--- src/rtl/positional_list_insert_delete_macros.svh ---
// Assertion macros used by the positional list sequencer.
`ifndef POSITIONAL_LIST_INSERT_DELETE_MACROS_SVH
`define POSITIONAL_LIST_INSERT_DELETE_MACROS_SVH

// Same-cycle implication, checked while out of reset.
`define PIL_ASSERT_NOW(lbl, ante, cons) \
    lbl: assert property (@(posedge clk) disable iff (!rst_n) (ante) |-> (cons)) \
        else $error("positional list check failed in the same cycle");

// Next-cycle implication, checked while out of reset.
`define PIL_ASSERT_NEXT(lbl, ante, cons) \
    lbl: assert property (@(posedge clk) disable iff (!rst_n) (ante) |=> (cons)) \
        else $error("positional list check failed one cycle later");

`endif

--- src/rtl/pil_pkg.sv ---
// Shared constants, codes and types of the positional list block.
package pil_pkg;

    localparam int CAPACITY   = 256;
    localparam int DATA_WIDTH = 32;
    localparam int POS_W      = 9;
    localparam int VAL_W      = 32;
    localparam int IDX_W      = (CAPACITY > 1) ? $clog2(CAPACITY) : 1;
    localparam int CNT_W      = $clog2(CAPACITY + 1);
    localparam int CMP_W      = ((CNT_W > POS_W) ? CNT_W : POS_W) + 1;

    localparam logic REQ_INSERT = 1'b0;
    localparam logic REQ_DELETE = 1'b1;

    typedef enum logic [1:0] {
        ST_OK     = 2'd0,
        ST_BADPOS = 2'd1,
        ST_FULL   = 2'd2
    } status_t;

    // One cycle's access to the list memory.
    typedef struct packed {
        logic                  we;
        logic [IDX_W-1:0]      waddr;
        logic [DATA_WIDTH-1:0] wdata;
        logic                  re;
        logic [IDX_W-1:0]      raddr;
    } mem_req_t;

endpackage

--- src/rtl/pil_ctrl.sv ---
// Request sequencer: range checks, shift walk over the list memory, results.
`include "positional_list_insert_delete_macros.svh"

module pil_ctrl import pil_pkg::*; (
    input  logic                  clk,
    input  logic                  rst_n,
    input  logic                  start,
    output logic                  busy,
    input  logic                  req_type,
    input  logic [POS_W-1:0]      position,
    input  logic signed [VAL_W-1:0] value,
    output logic                  done,
    output logic [1:0]            status,
    output logic signed [VAL_W-1:0] removed_value,
    output logic [CNT_W-1:0]      list_length,
    output mem_req_t              mem_req,
    input  logic [DATA_WIDTH-1:0] mem_rdata
);

    typedef enum logic [1:0] {
        S_IDLE  = 2'b01,
        S_SHIFT = 2'b10
    } state_t;

    state_t                state_reg, state_next;
    logic [CNT_W-1:0]      count_reg, count_next;
    logic                  done_reg, done_next;
    status_t               status_reg, status_next;
    logic [VAL_W-1:0]      removed_reg, removed_next;
    logic                  ins_reg, ins_next;
    logic [CNT_W-1:0]      rem_reg, rem_next;
    logic [IDX_W-1:0]      ptr_reg, ptr_next;
    logic [IDX_W-1:0]      last_reg, last_next;
    logic [IDX_W-1:0]      slot_reg, slot_next;
    logic [DATA_WIDTH-1:0] value_reg, value_next;
    logic                  pend_reg, pend_next;
    logic                  first_reg, first_next;

    logic [CMP_W-1:0] pos_ext;
    logic [CMP_W-1:0] cnt_ext;
    logic [CMP_W-1:0] pos_m1;
    logic [CMP_W-1:0] cnt_m1;
    logic [CMP_W-1:0] span;
    logic             range_ok;
    logic             list_full;
    logic             req_ok;
    logic             accept;

    // Range and capacity checks on the incoming request.
    always_comb
    begin
        pos_ext   = CMP_W'(position);
        cnt_ext   = CMP_W'(count_reg);
        pos_m1    = pos_ext - CMP_W'(1);
        cnt_m1    = cnt_ext - CMP_W'(1);
        span      = cnt_ext - pos_ext + CMP_W'(1);
        list_full = (count_reg == CNT_W'(CAPACITY));
        if (req_type == REQ_INSERT)
        begin
            range_ok = (position != '0) && (pos_ext <= cnt_ext + CMP_W'(1));
            req_ok   = range_ok && !list_full;
        end
        else
        begin
            range_ok = (position != '0) && (pos_ext <= cnt_ext);
            req_ok   = range_ok;
        end
    end

    assign busy   = (state_reg != S_IDLE);
    assign accept = start && !busy;

    // Next-state logic. Reads and writes in the shift walk always target
    // distinct entries two apart, so no forwarding is needed.
    always_comb
    begin
        state_next   = state_reg;
        count_next   = count_reg;
        done_next    = 1'b0;
        status_next  = status_reg;
        removed_next = removed_reg;
        ins_next     = ins_reg;
        rem_next     = rem_reg;
        ptr_next     = ptr_reg;
        last_next    = last_reg;
        slot_next    = slot_reg;
        value_next   = value_reg;
        pend_next    = pend_reg;
        first_next   = first_reg;
        mem_req      = '0;

        case (state_reg)
            S_IDLE:
            begin
                if (start)
                begin
                    if (!req_ok)
                    begin
                        status_next  = range_ok ? ST_FULL : ST_BADPOS;
                        removed_next = '0;
                        done_next    = 1'b1;
                    end
                    else
                    begin
                        ins_next   = (req_type == REQ_INSERT);
                        rem_next   = span[CNT_W-1:0];
                        ptr_next   = (req_type == REQ_INSERT) ? cnt_m1[IDX_W-1:0]
                                                              : pos_m1[IDX_W-1:0];
                        slot_next  = pos_m1[IDX_W-1:0];
                        value_next = DATA_WIDTH'(value);
                        pend_next  = 1'b0;
                        first_next = 1'b1;
                        state_next = S_SHIFT;
                    end
                end
            end

            S_SHIFT:
            begin
                // Consume the word read in the previous cycle.
                if (pend_reg)
                begin
                    first_next = 1'b0;
                    if (ins_reg)
                    begin
                        mem_req.we    = 1'b1;
                        mem_req.waddr = last_reg + IDX_W'(1);
                        mem_req.wdata = mem_rdata;
                    end
                    else if (first_reg)
                    begin
                        removed_next = VAL_W'(signed'(mem_rdata));
                    end
                    else
                    begin
                        mem_req.we    = 1'b1;
                        mem_req.waddr = last_reg - IDX_W'(1);
                        mem_req.wdata = mem_rdata;
                    end
                end

                // Issue the next read of the walk, or close the request.
                if (rem_reg != '0)
                begin
                    mem_req.re    = 1'b1;
                    mem_req.raddr = ptr_reg;
                    last_next     = ptr_reg;
                    pend_next     = 1'b1;
                    rem_next      = rem_reg - CNT_W'(1);
                    ptr_next      = ins_reg ? ptr_reg - IDX_W'(1) : ptr_reg + IDX_W'(1);
                end
                else
                begin
                    pend_next = 1'b0;
                    if (!pend_reg)
                    begin
                        if (ins_reg)
                        begin
                            mem_req.we    = 1'b1;
                            mem_req.waddr = slot_reg;
                            mem_req.wdata = value_reg;
                            removed_next  = '0;
                            count_next    = count_reg + CNT_W'(1);
                        end
                        else
                        begin
                            count_next = count_reg - CNT_W'(1);
                        end
                        status_next = ST_OK;
                        done_next   = 1'b1;
                        state_next  = S_IDLE;
                    end
                end
            end

            default:
            begin
                state_next = S_IDLE;
            end
        endcase
    end

    // Control registers.
    always_ff @(posedge clk or negedge rst_n)
    begin
        if (!rst_n)
        begin
            state_reg <= S_IDLE;
            count_reg <= '0;
            done_reg  <= 1'b0;
            pend_reg  <= 1'b0;
            rem_reg   <= '0;
        end
        else
        begin
            state_reg <= state_next;
            count_reg <= count_next;
            done_reg  <= done_next;
            pend_reg  <= pend_next;
            rem_reg   <= rem_next;
        end
    end

    // Payload and walk registers.
    always_ff @(posedge clk)
    begin
        status_reg  <= status_next;
        removed_reg <= removed_next;
        ins_reg     <= ins_next;
        ptr_reg     <= ptr_next;
        last_reg    <= last_next;
        slot_reg    <= slot_next;
        value_reg   <= value_next;
        first_reg   <= first_next;
    end

    assign done          = done_reg;
    assign status        = status_reg;
    assign removed_value = signed'(removed_reg);
    assign list_length   = count_reg;

    // The length never runs past the capacity.
    `PIL_ASSERT_NOW(a_count_cap, 1'b1, count_reg <= CNT_W'(CAPACITY))
    // A refused request answers on the next cycle with a failure status.
    `PIL_ASSERT_NEXT(a_refused_fast, accept && !req_ok, done_reg && status_reg != ST_OK)
    // Reads and writes of the same cycle never hit the same entry.
    `PIL_ASSERT_NOW(a_no_overlap, mem_req.we && mem_req.re, mem_req.waddr != mem_req.raddr)
    // A full status is only given when the list is at capacity.
    `PIL_ASSERT_NOW(a_full_status, done_reg && status_reg == ST_FULL,
                    count_reg == CNT_W'(CAPACITY))
    // A result never appears while a walk is still in progress.
    `PIL_ASSERT_NOW(a_done_idle, done_reg, state_reg == S_IDLE)

endmodule

--- config.mk ---
export PLATFORM = sky130hd
export DESIGN_NAME = pil_ctrl
export DESIGN_NICKNAME = d
export VERILOG_FILES = /design/src/rtl/pil_pkg.sv /design/src/rtl/pil_ctrl.sv
export VERILOG_INCLUDE_DIRS = /design/src /design/src/rtl
export SDC_FILE = /design/constraint.sdc
export NUM_CORES = 1
export LEC_CHECK = 0
export BUFFER_PORTS_ARGS = -buffer_cell sky130_fd_sc_hd__buf_4
export CORE_MARGIN = 2
export CORE_UTILIZATION = 35
export DETAILED_ROUTE_END_ITERATION = 10
export PLACE_DENSITY = 0.57
export SYNTH_ARGS = -nofsm -noshare
export SYNTH_HDL_FRONTEND = slang
export SYNTH_SLANG_ARGS = --single-unit
--- constraint.sdc ---
create_clock -name clk -period 5.2 [get_ports clk]
set_input_delay 0.78 -clock clk [delete_from_list [all_inputs] [get_ports clk]]
set_output_delay 0.78 -clock clk [all_outputs]
set_load 0.03 [all_outputs]
======== Word-level counts from Yosys, hierarchy flattened ========
Cells that the tools add are included.
word-level totals
  output and inout port bits .............. 95
  input bits .............................. 77
  register bits after elaboration ......... 114
  logic and storage cells ................. 111
cells by class
  $add $sub $neg .......................... 12
  reduce and logical (&&, ||, !) cells .... 16
  equal/unequal tests ..................... 11
  bitwise gates (word level) .............. 3
  order comparisons ....................... 2
  multiplexer cells ....................... 54
operator list
  cell                    count
  $mux W32                8
  $mux W41                6
  $pmux W32 S2            1
  $mux W50                1
  $mux W9                 5
  $mux W8                 5
  $sub A8 B1 Y8 const B   4
  $add A9 B1 Y9 const B   2
  $mux W2                 9
  $pmux W9 S2             1
  $reduce_bool A9 Y1      2
  $sub A9 B1 Y9 const B   2
  $add A8 B1 Y8 const B   2
  $pmux W8 S2             1
  $ne A2 B2 Y1 const B    7
  $mux W1                 12
  $reduce_and A3 Y1       4
  $reduce_and A4 Y1       3
  $add A9 B1 Y10 const B  1
  $le A9 B10 Y1           1
  $eq A9 B9 Y1 const B    1
  $le A9 B9 Y1            1
  $sub A9 B9 Y9           1
  $pmux W2 S2             2
  other kinds (10)        16

======== Depth between registers and ports, before layout ========
  depth after elaboration ................. 8
  depth in mapped cells ................... 16
  mapped depth without buffers ............ 14

======== Worst setup path after synthesis ========
No wires, ideal clock.
  path kind ............................... register -> register
  start point ............................. reg count_reg[3], in the netlist list_length[3]
  end point ............................... reg ins_reg, enable pin
  data required time ...................... 4.761 ns
  setup time .............................. 0.439 ns
  arrival ................................. 4.344 ns
  period minus slack after synthesis ...... 4.783 ns
  path slack .............................. 0.417 ns
  buffers on the path ..................... 1
  stages on the path, launching flop included .. 14
  cell sequence ........................... dfrtp_1 -> buf_2 -> inv_1 -> nor3_1 -> and3_1 -> nand3_1 -> xnor2_1 -> ha_1 -> a21oi_1 -> and3_1 -> a311oi_1 -> o21a_1 -> o31a_1 -> nor2_1
between the ends
  word-level cells in the longest chain between the ends .. 6
  elaborated cells between the ends (all ways) .. 10
  those cells by class .................... add/sub (1); order compare (2); eq/ne (1); mux (1); reduce/logical (5)
RTL lines
  what                             line             source
  start: declaration               pil_ctrl.sv:26   logic [CNT_W-1:0] count_reg, count_next;
  start signal: assignment         pil_ctrl.sv:197  count_reg <= count_next;
  $add A9 B1 Y10                   pil_ctrl.sv:60   range_ok = (position != '0) && (pos_ext <= cnt_ext + CMP_W'(1));
  $le A9 B10 Y1                    pil_ctrl.sv:60
  $logic_and A1 B1 Y1              pil_ctrl.sv:60
  $logic_and A1 B1 Y1              pil_ctrl.sv:61   req_ok = range_ok && !list_full;
  $mux W1 (*)                      pil_ctrl.sv:58   if (req_type == REQ_INSERT)
  $reduce_and A3 Y1 (no line) (*)  n/a
  end signal: assignment           pil_ctrl.sv:209  ins_reg <= ins_next;
  end: declaration                 pil_ctrl.sv:30   logic ins_reg, ins_next;
Every way passes the cells marked *; elsewhere a longest branch is shown, timed or not.
A chain may end at the register's enable or synchronous reset.

==> results.json <==
{
  "antenna_found_initial": 0,
  "synth_cell_type_count": 60,
  "cts-buffers-inserted": 17,
  "antenna_left": 0,
  "p_per_area_nw_per_um2": 386,
  "place_area_sq_um": 8550,
  "min_path_type": "in -> async",
  "vias": 5764,
  "cts.sinks": 114,
  "grt.total_usage_pct": 18.6,
  "avgSynthCellArea_sq_um": 10.3,
  "route.detailed.drc": 0,
  "hold_viol": 0,
  "arrival_ns": 3.34,
  "finalMaxSlewViolations": 0,
  "routedWlPerCell_um": 17.8,
  "cap_viol_max_count": 0,
  "ctsHoldBuffers": 0,
  "hpwl_um": 14800,
  "crit_type": "reg -> out",
  "layout-drive-gt1-share_pct": 26.4,
  "seqCellArea_sq_um": 3310,
  "netlist_area_sq_um": 7040,
  "cts_tree": "done",
  "first_iter_violations": 355,
  "fin_area_sq_um": 9150,
  "synth.area.top_cells": "edfxtp_1 (39%), ha_1 (9.6%), dfrtp_1 (7.5%), a21oi_1 (5.1%), xnor2_1 (5.1%)",
  "synth.most_common_cell": "nand2_1",
  "synth.largest_area_cell": "edfxtp_1",
  "cts_resized": 0,
  "synth_warnings": 0,
  "synth.net_count": 817,
  "clk_pin_slew_ns": 0.06,
  "clock_path_buffers": 2,
  "diodes": 0,
  "row_count": 51,
  "core-area_sq_um": 19600,
  "finalSetupViolCount": 0,
  "die-area_sq_um": 21300,
  "tns_ns": 0,
  "h-tree-depth": 4,
  "routed_via_density": 5.11,
  "fmax_mhz": 243,
  "firstDrtPassIters": 5,
  "clk_latency_ns": 0.42,
  "fin_worst_skew_ns": 0.0116,
  "synth-main-ff-cell": "edfxtp_1",
  "ys_seq_area_share_pct": 47.1,
  "worst_pin_slew_ns": 0.780,
  "grt_pass1_wl_um": 31200,
  "multi_input_area_sq_um": 3400,
  "synthTopCellsByCount": "nand2_1 (94), edfxtp_1 (92), a21oi_1 (72)",
  "dieWidth_um": 146,
  "gp_congestion": 0.833,
  "postCtsSetupBuffers": 0,
  "leakagePower_nw": 3.93,
  "fin_nets": 984,
  "ys_ff_latch": 114,
  "required_ns": 4.42,
  "grt_max_degree": 38,
  "end_kind": "output pin",
  "fin_crit_sh_pct": 79.3,
  "ir_drop_v": 0.000240,
  "area_growth_pct": 29.9,
  "outcome": "completed",
  "rsz0062_at_grt": "no",
  "cp-start-kind": "flip-flop",
  "n_fill_cell": 1844,
  "synth-edff-count": 92,
  "synth_top_area_share_pct": 39.2,
  "grt_pass1_vias": 5533,
  "max_slew_margin_pct": 48.0,
  "ioPinCount": 172,
  "die_y_um": 146,
  "port_buffers": 171,
  "synth-async-reset-ratio_pct": 19.3,
  "grt-ovfl-total": 0,
  "min_period_ns": 4.12,
  "syn_inst": 683,
  "root_buffer": "clkbuf_16",
  "initial_core_util_pct": 35.9,
  "crit_fanout": 36,
  "drt_wl_total_um": 20100
}
==> worst max-delay path, stage by stage (launching register included) <==
cell and delay, ns:
dfrtp_1 0.40, inv_1 0.10, ha_1 0.18, nand2_1 0.10, or3_4 0.36, or4_4 0.54, nor2_8 0.17, nand2_4 0.18
nor2_8 0.48, a22o_1 0.25, buf_4 0.16
==> final timing paths <==
path | start | end | slack, ns | cells after the start
min | rst_n | list_length[5]$_DFFE_PN0P_ | 0.25 | 1
min in group clk | ptr_reg[7]$_DFFE_PP_ | last_reg[7]$_DFFE_PP_ | 0.50 | 0
max reg2reg | list_length[2]$_DFFE_PN0P_ | removed_value[20]$_SDFFCE_PN0P_ | 1.26 | 15
min reg2reg | ptr_reg[7]$_DFFE_PP_ | last_reg[7]$_DFFE_PP_ | 0.50 | 0
max | rem_reg[0]$_DFFE_PN0P_ | mem_req[23] | 1.08 | 10
max in group asynchronous | rst_n | state_reg[0]$_DFFE_PN1P_ | 4.63 | 1
==> where the power goes <==
part	switching, W	total (W)	internal [W]
Combinational	0.000634	0.00101	0.000377
Sequential	0.000120	0.00133	0.00121
Clock	0.000476	0.00120	0.000719
Total	0.00123	0.00353	0.00230
==> cell usage in the layout, fill, tap and decap left out, types with 4 or more instances in the layout <==
master       n
a21o_1       8
a21oi_1     72
a22o_1      36
a22oi_1      4
a311oi_1     6
a31oi_1      5
and3_1      12
buf_4      180
clkbuf_16   17
dfrtp_1     21
edfxtp_1    92
ha_1        54
inv_1       38
inv_6        5
mux2i_1      9
nand2_1     94
nand2b_1     5
nand3_1     15
nand4_1      5
nor2_1      28
nor2b_1      4
nor3_1      16
nor4_1       4
o21a_1       4
o21ai_0     23
o21bai_1     4
xnor2_1     41
xor2_1       7
==> per-stage QoR <==
| step | total power (W) | util (%) | instances | hold WS (ns) | worst slack, ns |
|---|---|---|---|---|---|
| finish | 0.00353 | 46.7 | 1128 | 0.253 | 1.08 |
| global route | 0.00372 | 46.7 | 1128 | 0.273 | 0.859 |
| CTS | 0.00356 | 46.7 | 1128 | 0.260 | 1.04 |
| detailed placement | 0.00236 | 43.7 | 1096 | 0.483 | 1.31 |
| global placement | 0.00235 | 43.7 | 1096 | 0.489 | 1.44 |
| floorplan | 0.00200 | - | 683 | 0.446 | 0.417 |
==> cell type report <==
type / instances / share of cell area, %
Clock buffer: 17 / 4.65
Multi-Input combinational cell: 495 / 37.1
Sequential cell: 114 / 36.2
Timing Repair Buffer: 180 / 14.8
Inverter: 42 / 1.72
Tap cell: 265 / 3.62
Clock inverter: 15 / 1.87
==> routing by layer <==
layer / up-vias / part of all wire [%] / GRT usage, %
met5: - / 0 / 0
met4: 0 / 0.80 / 4.02
met3: 14 / 7.8 / 4.73
met2: 257 / 44 / 28.1
met1: 2685 / 47 / 27.0
li1: 2808 / - / -
==> kinds of logic after synthesis <==
| family | Yosys count | share of synthesized area, % |
|---|---|---|
| AO/OA/AOI/OAI | 178 | 16.4 |
| XOR/XNOR | 48 | 5.97 |
| adder cells (fa/ha/maj) | 57 | 10.4 |
| buffers and inverters | 74 | 4.82 |
| flip-flops | 114 | 47.1 |
| multiplexers | 10 | 1.44 |
| AND/OR/NAND/NOR | 202 | 13.9 |
Power figures use the tool's default switching activity.
